## src/sv/bcd_float_to_ascii_top_macros.svh

```systemverilog
// Assertion macros shared by the BCD float to ASCII block.
// Expects clock aclk and active-low reset aresetn in the including module.
`ifndef BCD_FLOAT_TO_ASCII_TOP_MACROS_SVH
`define BCD_FLOAT_TO_ASCII_TOP_MACROS_SVH

// same-cycle implication
`define BFA_ASSERT_NOW(label, ante, cons, msg) \
    label: assert property (@(posedge aclk) disable iff (!aresetn) (ante) |-> (cons)) else $error(msg);

// next-cycle implication
`define BFA_ASSERT_NEXT(label, ante, cons, msg) \
    label: assert property (@(posedge aclk) disable iff (!aresetn) (ante) |=> (cons)) else $error(msg);

`endif

```

## src/sv/bfa_pkg.sv

```systemverilog
// Types, constants and helpers for the BCD float to ASCII block.
// No dependencies; imported by every module of the block.
package bfa_pkg;

    localparam int MAX_MANTISSA_BYTES_DEF = 7;
    localparam int MANT_W                 = 56;
    localparam int NIB_W                  = 4;
    localparam int NUM_NIBS               = MANT_W / NIB_W;
    localparam logic [3:0] DIGITS_MAX     = 4'(NUM_NIBS);

    // ASCII codes used in the text
    localparam logic [6:0] CHAR_ZERO  = 7'h30;
    localparam logic [6:0] CHAR_E     = 7'h45;
    localparam logic [6:0] CHAR_DOT   = 7'h2E;
    localparam logic [6:0] CHAR_SPACE = 7'h20;
    localparam logic [6:0] CHAR_MINUS = 7'h2D;
    localparam logic [6:0] CHAR_PLUS  = 7'h2B;

    // one output character
    typedef struct packed {
        logic [6:0] code;
        logic       last;
    } char_t;

    // sequencer to digit shift register
    typedef struct packed {
        logic load;
        logic shift;
    } dsr_ctrl_t;

    // digit shift register to sequencer
    typedef struct packed {
        logic [3:0] digit;
        logic       any_nz;
        logic       rest_nz;
    } dsr_stat_t;

    typedef struct packed {
        logic [3:0] tens;
        logic [3:0] ones;
    } exp_dig_t;

    // split an exponent magnitude (0..65) into two decimal digits
    function automatic exp_dig_t exp_digits(input logic [6:0] v);
        exp_dig_t r;
        r.tens = 4'd0;
        for (int k = 1; k <= 6; k++) begin
            if (v >= 7'(10 * k)) begin
                r.tens = 4'(k);
            end
        end
        r.ones = 4'(v - ({3'b000, r.tens} * 7'd10));
        return r;
    endfunction

endpackage

```

## src/sv/bfa_digit_sr.sv

```systemverilog
// Mantissa nibble shift register with per-nibble nonzero flags.
// Depends on bfa_pkg.
module bfa_digit_sr import bfa_pkg::*; (
    input  logic              aclk,
    input  dsr_ctrl_t         ctrl,
    input  logic [MANT_W-1:0] mantissa,
    input  logic [2:0]        mant_bytes,
    output dsr_stat_t         stat
);

    logic [MANT_W-1:0]   dig_reg, dig_next;
    logic [NUM_NIBS-1:0] nz_reg, nz_next;
    logic [NUM_NIBS-1:0] nz_load;
    logic [3:0]          nib_count;

    // nonzero flags, unused nibbles forced clear
    assign nib_count = {mant_bytes, 1'b0};
    always_comb begin
        for (int i = 0; i < NUM_NIBS; i++) begin
            nz_load[NUM_NIBS-1-i] = (mantissa[MANT_W-1-NIB_W*i -: NIB_W] != '0) &&
                                    (4'(i) < nib_count);
        end
    end

    // load on a new number, shift one nibble per digit emitted
    always_comb begin
        dig_next = dig_reg;
        nz_next  = nz_reg;
        if (ctrl.load) begin
            dig_next = mantissa;
            nz_next  = nz_load;
        end else if (ctrl.shift) begin
            dig_next = {dig_reg[MANT_W-NIB_W-1:0], {NIB_W{1'b0}}};
            nz_next  = {nz_reg[NUM_NIBS-2:0], 1'b0};
        end
    end

    always_ff @(posedge aclk) begin
        dig_reg <= dig_next;
        nz_reg  <= nz_next;
    end

    assign stat.digit   = dig_reg[MANT_W-1 -: NIB_W];
    assign stat.any_nz  = |nz_reg;
    assign stat.rest_nz = |nz_reg[NUM_NIBS-2:0];

endmodule

```

## src/sv/bfa_seq.sv

```systemverilog
// Character sequencer: walks sign, digits, point and exponent of one number.
// Depends on bfa_pkg and bcd_float_to_ascii_top_macros.svh.
`include "bcd_float_to_ascii_top_macros.svh"

module bfa_seq import bfa_pkg::*; (
    input  logic       aclk,
    input  logic       aresetn,
    input  logic       in_valid,
    output logic       in_ready,
    input  logic [7:0] exponent_byte,
    input  logic [2:0] mant_bytes,
    output dsr_ctrl_t  dsr_ctrl,
    input  dsr_stat_t  dsr_stat,
    output logic       gen_valid,
    output char_t      gen_char,
    input  logic       gen_ready
);

    typedef enum logic [3:0] {
        S_IDLE, S_SIGN, S_ZCHAR, S_LPT, S_LZERO, S_DIGIT,
        S_PT, S_EXP, S_ESIGN, S_ETENS, S_EONES
    } state_t;

    state_t            state_reg, state_next;
    logic [3:0]        j_reg, j_next;
    logic signed [6:0] e_reg;
    logic              sci_reg, zero_reg, neg_reg, mzero_reg, xneg_reg;
    logic [6:0]        xabs_reg;

    logic              load, emit, last;
    logic [6:0]        code;
    logic signed [7:0] e_ld8, x_ld8, two_m8, e8, jn8;
    logic [3:0]        jn;
    exp_dig_t          xdig;

    assign load      = in_valid && (state_reg == S_IDLE);
    assign in_ready  = (state_reg == S_IDLE);
    assign gen_valid = (state_reg != S_IDLE);
    assign emit      = gen_valid && gen_ready;

    // exponent decode at load time
    assign e_ld8  = 8'(signed'({~exponent_byte[6], ~exponent_byte[6], exponent_byte[5:0]}));
    assign two_m8 = signed'({4'b0000, mant_bytes, 1'b0});
    assign x_ld8  = e_ld8 - 8'sd1;

    assign e8   = {e_reg[6], e_reg};
    assign jn   = j_reg + 4'd1;
    assign jn8  = signed'({4'b0000, jn});
    assign xdig = exp_digits(xabs_reg);

    // next character and next step
    always_comb begin
        state_next = state_reg;
        code       = CHAR_SPACE;
        last       = 1'b0;
        dsr_ctrl   = '0;
        j_next     = j_reg;
        case (state_reg)
            S_IDLE: begin
                if (load) state_next = S_SIGN;
            end
            S_SIGN: begin
                code = neg_reg ? CHAR_MINUS : CHAR_SPACE;
                if (zero_reg) begin
                    state_next = S_ZCHAR;
                end else if (sci_reg) begin
                    state_next = mzero_reg ? S_EXP : S_DIGIT;
                end else if (e8 <= 8'sd0) begin
                    // a lone point with no digits is dropped
                    if (e8 == 8'sd0 && mzero_reg) last = 1'b1;
                    else state_next = S_LPT;
                end else begin
                    state_next = S_DIGIT;
                end
            end
            S_ZCHAR: begin
                code = CHAR_ZERO;
                last = 1'b1;
            end
            S_LPT: begin
                code       = CHAR_DOT;
                state_next = (e8 == -8'sd1) ? S_LZERO : S_DIGIT;
            end
            S_LZERO: begin
                code = CHAR_ZERO;
                if (dsr_stat.any_nz) state_next = S_DIGIT;
                else last = 1'b1;
            end
            S_DIGIT: begin
                code           = CHAR_ZERO + {3'b000, dsr_stat.digit};
                dsr_ctrl.shift = emit;
                j_next         = jn;
                if (sci_reg) begin
                    if (dsr_stat.rest_nz) state_next = (j_reg == 4'd0) ? S_PT : S_DIGIT;
                    else state_next = S_EXP;
                end else if (jn8 < e8) begin
                    state_next = S_DIGIT;
                end else if (dsr_stat.rest_nz) begin
                    state_next = (jn8 == e8) ? S_PT : S_DIGIT;
                end else begin
                    last = 1'b1;
                end
            end
            S_PT: begin
                code       = CHAR_DOT;
                state_next = S_DIGIT;
            end
            S_EXP: begin
                code       = CHAR_E;
                state_next = S_ESIGN;
            end
            S_ESIGN: begin
                code       = xneg_reg ? CHAR_MINUS : CHAR_PLUS;
                state_next = S_ETENS;
            end
            S_ETENS: begin
                code       = CHAR_ZERO + {3'b000, xdig.tens};
                state_next = S_EONES;
            end
            S_EONES: begin
                code = CHAR_ZERO + {3'b000, xdig.ones};
                last = 1'b1;
            end
            default: begin
                state_next = S_IDLE;
            end
        endcase
        if (last) state_next = S_IDLE;
        dsr_ctrl.load = load;
    end

    assign gen_char.code = code;
    assign gen_char.last = last;

    // state and per-number registers
    always_ff @(posedge aclk) begin
        if (!aresetn) begin
            state_reg <= S_IDLE;
        end else begin
            if (load || emit) state_reg <= state_next;
            if (emit) j_reg <= j_next;
            if (load) begin
                j_reg     <= 4'd0;
                e_reg     <= e_ld8[6:0];
                sci_reg   <= (e_ld8 > two_m8) || (e_ld8 < -8'sd1);
                zero_reg  <= (exponent_byte == 8'h00);
                neg_reg   <= exponent_byte[7];
                mzero_reg <= (mant_bytes == 3'd0);
                xneg_reg  <= x_ld8[7];
                xabs_reg  <= x_ld8[7] ? 7'(-x_ld8) : x_ld8[6:0];
            end
        end
    end

    `BFA_ASSERT_NEXT(a_last_to_idle, emit && gen_char.last, state_reg == S_IDLE, "last char did not end the number")
    `BFA_ASSERT_NOW(a_digit_range, state_reg == S_DIGIT, j_reg < DIGITS_MAX, "digit index past mantissa")
    `BFA_ASSERT_NEXT(a_zero_text, load && exponent_byte == 8'h00, state_reg == S_SIGN && zero_reg, "zero exponent not flagged")
    `BFA_ASSERT_NOW(a_sci_point, state_reg == S_PT && sci_reg, j_reg == 4'd1, "scientific point not after first digit")

endmodule

```

## src/sv/bfa_out_reg.sv

```systemverilog
// Output register stage for the character stream.
// Depends on bfa_pkg.
module bfa_out_reg import bfa_pkg::*; (
    input  logic  aclk,
    input  logic  aresetn,
    input  logic  in_valid,
    input  char_t in_char,
    output logic  in_ready,
    output logic  out_valid,
    output char_t out_char,
    input  logic  out_ready
);

    logic  valid_reg, valid_next;
    char_t data_reg;

    // take a new char when empty or when the held one leaves
    assign in_ready = !valid_reg || out_ready;

    always_comb begin
        valid_next = valid_reg;
        if (in_ready) valid_next = in_valid;
    end

    always_ff @(posedge aclk) begin
        if (!aresetn) begin
            valid_reg <= 1'b0;
        end else begin
            valid_reg <= valid_next;
        end
        if (in_ready && in_valid) data_reg <= in_char;
    end

    assign out_valid = valid_reg;
    assign out_char  = data_reg;

endmodule

```

## src/sv/bcd_float_to_ascii_top.sv

```systemverilog
// BCD float to ASCII text converter, top level.
// Depends on bfa_pkg, bfa_digit_sr, bfa_seq, bfa_out_reg.
//
//  channel  direction  handshake          payload
//  s_       in         s_valid/s_ready    s_exponent_byte[7:0], s_mantissa[55:0]
//  m_       out        m_valid/m_ready    m_char_code[6:0], m_last_char
//  cfg_     in         cfg_wr_en          cfg_wr_data[2:0] (mantissa bytes)
//
// A number of n characters (1 to 20) is loaded first, then the sequencer gives one
// character per cycle while m_ready does not stall it, and steps the mantissa one
// nibble per digit through the digit shift register.
// Synchronous active-low reset; mantissa byte count resets to 7.
// A stalled m_ready holds the sequencer; s_ready is high only between numbers.
module bcd_float_to_ascii_top import bfa_pkg::*; #(
    parameter int MAX_MANTISSA_BYTES = MAX_MANTISSA_BYTES_DEF
) (
    input  logic              aclk,
    input  logic              aresetn,
    input  logic              s_valid,
    output logic              s_ready,
    input  logic [7:0]        s_exponent_byte,
    input  logic [MANT_W-1:0] s_mantissa,
    output logic              m_valid,
    input  logic              m_ready,
    output logic [6:0]        m_char_code,
    output logic              m_last_char,
    input  logic              cfg_wr_en,
    input  logic [2:0]        cfg_wr_data
);

    localparam logic [2:0] MAX_BYTES = 3'(MAX_MANTISSA_BYTES);

    logic [2:0] cfg_reg, cfg_next;
    logic [2:0] mant_bytes;
    dsr_ctrl_t  dsr_ctrl;
    dsr_stat_t  dsr_stat;
    logic       gen_valid, gen_ready;
    char_t      gen_char, out_char;

    // mantissa byte count register
    always_comb begin
        cfg_next = cfg_reg;
        if (cfg_wr_en) cfg_next = cfg_wr_data;
    end

    always_ff @(posedge aclk) begin
        if (!aresetn) begin
            cfg_reg <= 3'd7;
        end else begin
            cfg_reg <= cfg_next;
        end
    end

    assign mant_bytes = (cfg_reg > MAX_BYTES) ? MAX_BYTES : cfg_reg;

    bfa_digit_sr u_digit_sr (
        .aclk       (aclk),
        .ctrl       (dsr_ctrl),
        .mantissa   (s_mantissa),
        .mant_bytes (mant_bytes),
        .stat       (dsr_stat)
    );

    bfa_seq u_seq (
        .aclk          (aclk),
        .aresetn       (aresetn),
        .in_valid      (s_valid),
        .in_ready      (s_ready),
        .exponent_byte (s_exponent_byte),
        .mant_bytes    (mant_bytes),
        .dsr_ctrl      (dsr_ctrl),
        .dsr_stat      (dsr_stat),
        .gen_valid     (gen_valid),
        .gen_char      (gen_char),
        .gen_ready     (gen_ready)
    );

    bfa_out_reg u_out_reg (
        .aclk      (aclk),
        .aresetn   (aresetn),
        .in_valid  (gen_valid),
        .in_char   (gen_char),
        .in_ready  (gen_ready),
        .out_valid (m_valid),
        .out_char  (out_char),
        .out_ready (m_ready)
    );

    assign m_char_code = out_char.code;
    assign m_last_char = out_char.last;

endmodule
```

## config.mk

```make
export PLATFORM = sky130hd
export DESIGN_NAME = bcd_float_to_ascii_top
export DESIGN_NICKNAME = d
export VERILOG_FILES = /design/src/sv/bfa_pkg.sv /design/src/sv/bfa_digit_sr.sv /design/src/sv/bfa_seq.sv /design/src/sv/bfa_out_reg.sv /design/src/sv/bcd_float_to_ascii_top.sv
export VERILOG_INCLUDE_DIRS = /design/src /design/src/sv
export SDC_FILE = /design/constraint.sdc
export NUM_CORES = 1
export LEC_CHECK = 0
export BUFFER_PORTS_ARGS = -buffer_cell sky130_fd_sc_hd__buf_4
export CAP_MARGIN = 20
export CORE_UTILIZATION = 62
export DETAILED_ROUTE_END_ITERATION = 10
export GPL_TIMING_DRIVEN = 0
export PLACE_DENSITY = 0.89
export RECOVER_POWER = 25
export SYNTH_ARGS = -nofsm -noshare
export SYNTH_HDL_FRONTEND = slang
export SYNTH_HIERARCHICAL = 1
export SYNTH_SLANG_ARGS = --single-unit
```

## constraint.sdc

```tcl
create_clock -name aclk -period 4.9 [get_ports aclk]
set_clock_uncertainty 0.1 [all_clocks]
set_input_delay 0 -clock aclk [delete_from_list [all_inputs] [get_ports aclk]]
set_output_delay 0 -clock aclk [all_outputs]
set_load 0.02 [all_outputs]
```

==> results of run 1 <==
## layout make-up
| type | instances | area, um2 |
|---|---|---|
| Antenna cell | 2 | 5.00 |
| Clock buffer | 9 | 124 |
| Fill cell | 437 | 1520 |
| Buffer | 27 | 159 |
| Multi-Input combinational cell | 302 | 2230 |
| Tap cell | 108 | 135 |
| Timing Repair Buffer | 155 | 1280 |
| Inverter | 33 | 125 |
| Clock inverter | 7 | 72.6 |
| Sequential cell | 109 | 3190 |
## cells in the final DEF, fill, tap and decap left out, types with 15 or more instances in the layout
master	instances
buf_4	74
clkbuf_1	30
dlygate4sd3_1	74
edfxtp_1	101
inv_1	30
mux2_2	52
nand2_1	25
nor2_1	31
nor4_1	17
o21ai_0	15
## metrics by stage
stage / cells / instance area, um2 / util, %
2_1_floorplan: 471 / 5730 / -
3_3_place_gp: 660 / 6470 / 73.1
3_5_place_dp: 660 / 6470 / 73.2
4_1_cts: 750 / 7410 / 83.8
5_1_grt: 752 / 7330 / 82.9
6_report: 752 / 7330 / 82.9
## power groups by stage
stage               registers [uW]  clock network [uW]  logic [uW]
global route                  1590                 602        1250
global placement              1560                   0        1060
detailed placement            1560                   0        1110
CTS                           1550                 555        1170
floorplan                     1560                   0         779
finish                        1570                 572        1180
## per-layer routing
layer	vias to the layer above	global-route usage, %	routed length [um]
li1	2091	-	-
met1	2311	42.7	5970
met2	332	61.5	8290
met3	76	7.02	1390
met4	0	18.1	775
met5	-	0	0
## cell families (layout without fill, tap and decap cells)
group / after synthesis / count (layout) / share of synthesized area (%)
AO/OA/AOI/OAI: 82 / 82 / 9.61
adder cells (fa/ha/maj): 14 / 14 / 3.19
multiplexers: 57 / 57 / 11.1
XOR/XNOR: 15 / 15 / 2.29
AND/OR/NAND/NOR: 134 / 134 / 13.0
other: 0 / 2 / 0
flip-flops: 109 / 109 / 55.7
buffers and inverters: 60 / 231 / 5.05
## how the worst max path moves through the flow
| stage | start | end | slack [ps] | cells after the start |
|---|---|---|---|---|
| floorplan | u_seq/state_reg[3] | u_digit_sr/dig_reg[0] | 1960 | 8 |
| global placement | u_seq/state_reg[3] | u_digit_sr/dig_reg[37] | 1550 | 8 |
| detailed placement | u_seq/state_reg[3] | u_digit_sr/dig_reg[37] | 1930 | 8 |
| CTS | u_seq/state_reg[3] | u_digit_sr/dig_reg[39] | 1900 | 8 |
| global route | u_seq/state_reg[3] | u_digit_sr/dig_reg[55] | 1120 | 8 |
| finish | u_seq/state_reg[3] | u_digit_sr/nz_reg[6] | 1230 | 8 |
## worst max-delay path: stages, from the launching register on
cell and delay (ps):
dfxtp_1 380, or4_1 650, clkinvlp_2 160, nand2_1 170
inv_1 160, buf_4 140, buf_4 170, clkbuf_1 460
or2_4 870
## timing repair
action,4_1_cts,5_1_grt
hold buffers,74,0
setup buffers,0,0
endpoints found under the hold margin,91,0
setup endpoints to repair,0,0
==> impl_metrics.toml, run 1 <==
[run_status]
outcome = "complete, but fails checks"
violations = "DRC"

[synthesis]
syn_avg_cell_area_um2 = 12.2
yosys.area.top_type_share_pct = 52.9
synth_edf_count = 101
synth.area.top_cells = "edfxtp_1, mux2_2, ha_1"
ys.flop_type = "edfxtp_1"
ys_seq_elements = 109
syn-cell-area_um2 = 5730
seq_area_frac_synth_pct = 55.7
syn-num-nets = 557
synthTopCellsByCount = "edfxtp_1, mux2_2, nor2_1, inv_1, nand2_1"
async_flop_share_pct = 0
yosysWarnings = 6
synth.distinct_cells = 64
synth.most_common_cell = "edfxtp_1"
postSynthCellCount = 471
synth_top_area_cell = "edfxtp_1"

[route]
wirelength_um = 16400
drcViolationCount = 6
dr.pass1.iters = 8
num_vias = 4810
via_per_inst = 6.40
wl_per_cell_um = 21.8
drt_iter0_markers = 482
final_antenna_net_count = 0

[clock_network]
clkLatencyLatePin_ps = 390
postCtsResizedCells = 0
cts_sinks = 109
h-tree-depth = 3
tritoncts = "done"
max-clock-path-buffers = 2
numCtsBuffers = 9
path_clk_slew_ps = 120
cts_root_buf = "clkbuf_8"

[cells_and_area]
layout-drive-gt1-share_pct = 24.5
nNetsFinal = 723
layout-area-overhead-vs-synth_pct = 28.0
largest_register_ffs = 56

[power]
p_total_uw = 3330
intPower_uw = 2180
ir_drop_mv = 0.324
p_sw_share_pct = 34.6
powerDensity_nw_per_um2 = 454
combPwrFrac_pct = 35.5
leakagePower_uw = 0.00279
p_clk_share_pct = 17.2
power_frac_seq_pct = 47.3
p_switching_uw = 1150

[critical_path]
r2r_cells = 8
setup.worst_path.end_class = "flip-flop"
reg2reg_to = "u_digit_sr/nz_reg[6]"
criticalPathCategory = "reg2reg"
critPathRequiredTime_ps = 4810
worstReg2RegStart = "u_seq/state_reg[3]"
start_kind = "flip-flop"
rrSetupSlack_ps = 1230
crit_fanout = 70
crit_arrival_ps = 3580

[sta]
worst_slew_pin_slew_ps = 997
fmax_ghz = 0.272
holdWs_ps = 295
finalHoldViolations = 0
grt_setup_unrepaired = "no"
fin_tns_setup_ps = 0
setup_ws_ps = 1230
final_max_slew_viol_count = 0
fin_crit_ps = 3670
period_share_pct = 75.0
relSlewSlack_pct = 33.5
setup_viol_count_final = 0

[placement]
pre_cts_slack_ps = 1930
dp_hpwl_um = 9130
port_buffers = 81
place.gp.congestion = 0.879

[floorplan]
ioPinCount = 82
die_y_um = 98.1
core-area_um2 = 8850
start_util_pct = 64.7
die_area_um2 = 9630
die_x_um = 98.1
num_rows = 34

[worst_hold_path]
hold_depth = 4
hp-class = "in2reg"
min_to = "cfg_reg[0]"
hp-start = "cfg_wr_data[0]"

[global_route]
grt_pass1_vias = 4897
grt_usage_pct = 35.7
grt_remaining_overflow = 0
grt_max_degree = 71
antenna_found_initial = 2
grt_pass1_wl_um = 25800

[flow_run]
maxCapViolCount = 0
(Power assumes the default switching activity.)
==> run 2, diff against run 1 <==
- ABC_AREA: not set -> 1
- CORE_UTILIZATION: 62 -> 58
- PLACE_DENSITY: 0.89 -> 0.85
- clock period: 4.9 -> 3.8 ns (I/O delays scaled with it)
==> impl_metrics.toml, run 2 <==
[run_status]
outcome = "finished, final reports clean"

[clock_network]
h-tree-depth = 3
postCtsResizedCells = 0
max-clock-path-buffers = 2
numCtsBuffers = 9
tritoncts = "done"
cts_root_buf = "clkbuf_8"
clkLatencyLatePin_ps = 370
path_clk_slew_ps = 100
cts_sinks = 109

[synthesis]
syn-num-nets = 764
postSynthCellCount = 678
synth.most_common_cell = "nand2_1"
synth.distinct_cells = 42
yosys.area.top_type_share_pct = 51.8
synthTopCellsByCount = "nand2_1, edfxtp_1, nor2_1, inv_1, nand3_1"
syn-cell-area_um2 = 5850
seq_area_frac_synth_pct = 54.6
ys_seq_elements = 109
yosysWarnings = 6
syn_avg_cell_area_um2 = 8.63
ys.flop_type = "edfxtp_1"
synth.area.top_cells = "edfxtp_1, nand2_1, nor2_1"
async_flop_share_pct = 0
synth_top_area_cell = "edfxtp_1"
synth_edf_count = 101

[cells_and_area]
largest_register_ffs = 56
final_cell_mix = "nand2_1, edfxtp_1, dlygate4sd3_1"
layout-area-overhead-vs-synth_pct = 28.3
insertedDiodeCount = 0
layoutNonFillerInstCount = 986
multiInputGateArea_um2 = 2180
final_common_cell = "nand2_1"
layout.area.seq_um2 = 3190
nFillCells = 607
nNetsFinal = 934
layout-drive-gt1-share_pct = 14.2

[route]
wirelength_um = 14700
via_per_inst = 5.22
drcViolationCount = 0
num_vias = 5150
final_antenna_net_count = 0
wl_per_cell_um = 14.9
dr.pass1.iters = 5
drt_iter0_markers = 344

[floorplan]
core-area_um2 = 9770
die_x_um = 102
die_area_um2 = 10500
die_y_um = 102
start_util_pct = 59.9
ioPinCount = 82
num_rows = 36

[critical_path]
worstReg2RegStart = "u_seq/state_reg[0]"
setup.worst_path.end_class = "flip-flop"
r2r_cells = 9
path_cells = "nor2_1, clkinv_1, nor2_1, nand2_1, inv_1, buf_4, buf_4, buf_6, or2_4"
criticalPathCategory = "reg2reg"
crit_start = "u_seq/state_reg[0]"
max_stage_delay_ps = 760
critPathRequiredTime_ps = 3700
crit_arrival_ps = 2920
crit_fanout = 70
start_kind = "flip-flop"
cpMaxStageDelayCell = "or2_4"

[global_route]
grt_max_degree = 71
grt_usage_pct = 29.7
grt_pass1_wl_um = 23400
grt_remaining_overflow = 0
grt_pass1_vias = 5133
antenna_found_initial = 0

[power]
powerDensity_nw_per_um2 = 622
leakagePower_uw = 0.00344
ir_drop_mv = 0.303

[sta]
fin_tns_setup_ps = 0
fmax_ghz = 0.331
finalHoldViolations = 0
final_max_slew_viol_count = 0
grt_setup_unrepaired = "no"
setup_viol_count_final = 0
period_share_pct = 79.4
fin_crit_ps = 3020
worst_slew_pin_slew_ps = 942
relSlewSlack_pct = 37.2

[worst_hold_path]
hold_depth = 3
hp-class = "in2reg"
hp-start = "m_ready"

[flow_run]
maxCapViolCount = 0

[placement]
dp_hpwl_um = 9360
dp_cells = 893
place.gp.congestion = 0.843
port_buffers = 81
==> run 2: worst max-delay path, delay by kind of cell (launching register included) <==
| kind | cells | cell delay (ps) |
|---|---|---|
| and+or+nand+nor | 4 | 1450 |
| DFF | 1 | 380 |
| buffers and inverters | 5 | 680 |
==> run 2: final timing paths <==
| path | to | slack [ps] |
|---|---|---|
| hold / removal | u_out_reg/out_char[0] | 90 |
| hold reg to reg | u_digit_sr/dig_reg[41] | 420 |
| setup reg to reg | u_digit_sr/nz_reg[0] | 780 |
| setup / recovery | u_digit_sr/nz_reg[0] | 780 |
==> run 2: repair_timing <==
action	4_1_cts	5_1_grt
hold endpoints to repair	94	0
hold buffers	77	0
endpoints found under the setup margin	0	0
setup buffers	0	0
==> run 2: layer usage <==
| metal | up-vias | track usage (%) | share of wire (%) |
|---|---|---|---|
| met4 | 0 | 13.3 | 2.5 |
| met3 | 43 | 4.72 | 6.2 |
| li1 | 2506 | - | - |
| met1 | 2384 | 35.2 | 39 |
| met5 | - | 0 | 0 |
| met2 | 217 | 53.2 | 52 |
==> run 2: kinds of logic after synthesis <==
kind of cell	share of synthesized area, %
XOR/XNOR	2.22
adder cells (fa/ha/maj)	3.12
buffers and inverters	7.68
AO/OA/AOI/OAI	4.58
AND/OR/NAND/NOR	27.8
flip-flops	54.6
==> run 2: through the flow <==
stage               hold slack (ps)  util [%]  area [um2]  power [uW]  setup slack, ps
floorplan                     -15.9         -        5850        3360             1040
global placement               99.2      67.8        6630        3790              591
detailed placement              102      67.9        6640        3890              963
CTS                            13.4      77.8        7610        4670              957
global route                    108      76.8        7510        4940              605
finish                         94.9      76.8        7510        4670              781
==> run 2: area by class of cell <==
type | count | area share, %
Clock buffer | 9 | 1.65
Clock inverter | 7 | 0.967
Sequential cell | 109 | 42.5
Tap cell | 133 | 2.22
Timing Repair Buffer | 159 | 17.6
Inverter | 73 | 3.65
Multi-Input combinational cell | 473 | 29.0
Buffer | 23 | 2.33
==> run 2: where the power goes <==
| part | internal, uW | switching, uW | total [uW] |
|---|---|---|---|
| Clock | 308 | 405 | 712 |
| Sequential | 2010 | 191 | 2200 |
| Combinational | 620 | 1140 | 1760 |
==> run 3, diff against run 2 <==
- clock period: 3.8 -> 2.9 ns (I/O delays scaled with it)
==> impl_metrics.toml, run 3 (same netlist as run 2, synthesis figures left out) <==
[cells_and_area]
layout-area-overhead-vs-synth_pct = 29.4
finalInstanceArea_um2 = 7570
nNetsFinal = 937
final_cell_mix = "nand2_1, edfxtp_1, dlygate4sd3_1"
insertedDiodeCount = 0
largest_register_ffs = 56
layoutNonFillerInstCount = 989
final_common_cell = "nand2_1"
layout-drive-gt1-share_pct = 15.7

[sta]
fin_tns_setup_ps = 0
setup_viol_count_final = 0
fin_crit_ps = 2700
holdWs_ps = 29.1
final_max_slew_viol_count = 0
fmax_ghz = 0.371
finalHoldViolations = 0
grt_setup_unrepaired = "yes"
worst_slew_pin_slew_ps = 824
period_share_pct = 93.1
relSlewSlack_pct = 45.1

[floorplan]
ioPinCount = 82
num_rows = 36
core-area_um2 = 9770
die_y_um = 102
die_x_um = 102
start_util_pct = 59.9
die_area_um2 = 10500

[route]
wirelength_um = 15000
wl_per_cell_um = 15.1
final_antenna_net_count = 0
via_per_inst = 5.23
drt_iter0_markers = 364
drcViolationCount = 0
dr.pass1.iters = 5
num_vias = 5174

[critical_path]
worstReg2RegStart = "u_seq/xabs_reg[4]"
crit_start = "u_seq/xabs_reg[4]"
critPathRequiredTime_ps = 2910
crit_arrival_ps = 2710
start_kind = "flip-flop"
crit_fanout = 5
setup.worst_path.end_class = "flip-flop"
criticalPathCategory = "reg2reg"

[power]
combPwrFrac_pct = 38.4
powerDensity_nw_per_um2 = 817
power_frac_seq_pct = 46.5
p_sw_share_pct = 37.4
intPower_uw = 3870
p_clk_share_pct = 15.1
ir_drop_mv = 0.411
leakagePower_uw = 0.00347
p_switching_uw = 2310

[placement]
dpl_cell_area_um2 = 6640
place.gp.congestion = 0.843
dp_cells = 893
port_buffers = 81
dp_hpwl_um = 9360

[global_route]
use_met3_pct = 4.72
grt_pass1_wl_um = 23400
grt_pass1_vias = 5133
antenna_found_initial = 0
met1_usage_pct = 35.2
grt_usage_pct = 29.7
grt_max_degree = 71
grt_use_met2_pct = 53.2
grt_remaining_overflow = 0
grt_busiest_layer = "met2"

[clock_network]
clkLatencyLatePin_ps = 380
h-tree-depth = 3
numCtsBuffers = 9
cts_sinks = 109
max-clock-path-buffers = 2
tritoncts = "done"
cts_root_buf = "clkbuf_8"
path_clk_slew_ps = 100

[flow_run]
maxCapViolCount = 0

[worst_hold_path]
hp-start = "m_ready"
hp-class = "in2reg"

[run_status]
outcome = "finished, final reports clean"
[run 3: cell types whose count changed in the layout (fill, tap and decap cells not counted), moves of 2 or more]
cell | before | now
clkinv_1 | 4 | 2
nand2_2 | 3 | 6
buf_4 | 68 | 70
nand2_1 | 290 | 286
[run 3: routing by layer]
metal | up-vias | routed length (um)
met3 | 42 | 1040
met1 | 2375 | 5790
li1 | 2507 | -
met2 | 250 | 7780
met4 | 0 | 345
met5 | - | 0
[run 3: final timing paths]
path / slack, ps / end / cells after the start
worst min register to register: 420 / u_digit_sr/dig_reg[41] / 2
worst min-delay path: 30 / u_seq/state_reg[3] / 6
worst max-delay path: 200 / u_out_reg/out_char[4] / 17
worst max register to register: 200 / u_out_reg/out_char[4] / 17
[run 3: area by class of cell]
class	count	area, um2
buffer	23	175
fill	598	2210
sequential	109	3190
timing repair buffer	161	1340
tap	133	166
multi-input combinational	474	2230
clock buffer	9	124
clock inverter	7	72.6
inverter	73	274
[run 3: critical path: stages, from the launching register on]
cell      delay, ps
edfxtp_1        460
nand2_1         140
nand3_2          80
a21oi_2         140
nand2_1          60
nand2_1          50
nand2_1          60
nand2_2          80
nand2_2          70
inv_1            70
ha_1            140
inv_1            50
fa_2            350
xnor2_2         140
xor2_1          200
nand3_1         100
nand3_1         100
nand2_1          60
[run 3: repair_timing]
action                                  CTS  global route
hold buffers                             77             0
hold endpoints to repair                 94             0
endpoints found under the setup margin    0            72
buffers inserted                          0             2
gates resized for setup                   0             7
[run 3: power groups by stage]
stage / combinational, uW / sequential, uW / clock [uW]
floorplan: 1500 / 2910 / 0
global placement: 2090 / 2870 / 0
detailed placement: 2200 / 2890 / 0
CTS: 2320 / 2860 / 943
global route: 2610 / 2930 / 1010
finish: 2370 / 2870 / 935
[run 3: metrics by stage]
stage | setup slack [ps] | utilization, % | total power [uW]
after floorplan | 142 | - | 4410
after global placement | -309 | 67.8 | 4960
after detailed placement | 62.6 | 67.9 | 5090
after CTS | 56.7 | 77.8 | 6120
after global routing | -57.5 | 77.4 | 6550
final | 201 | 77.4 | 6180
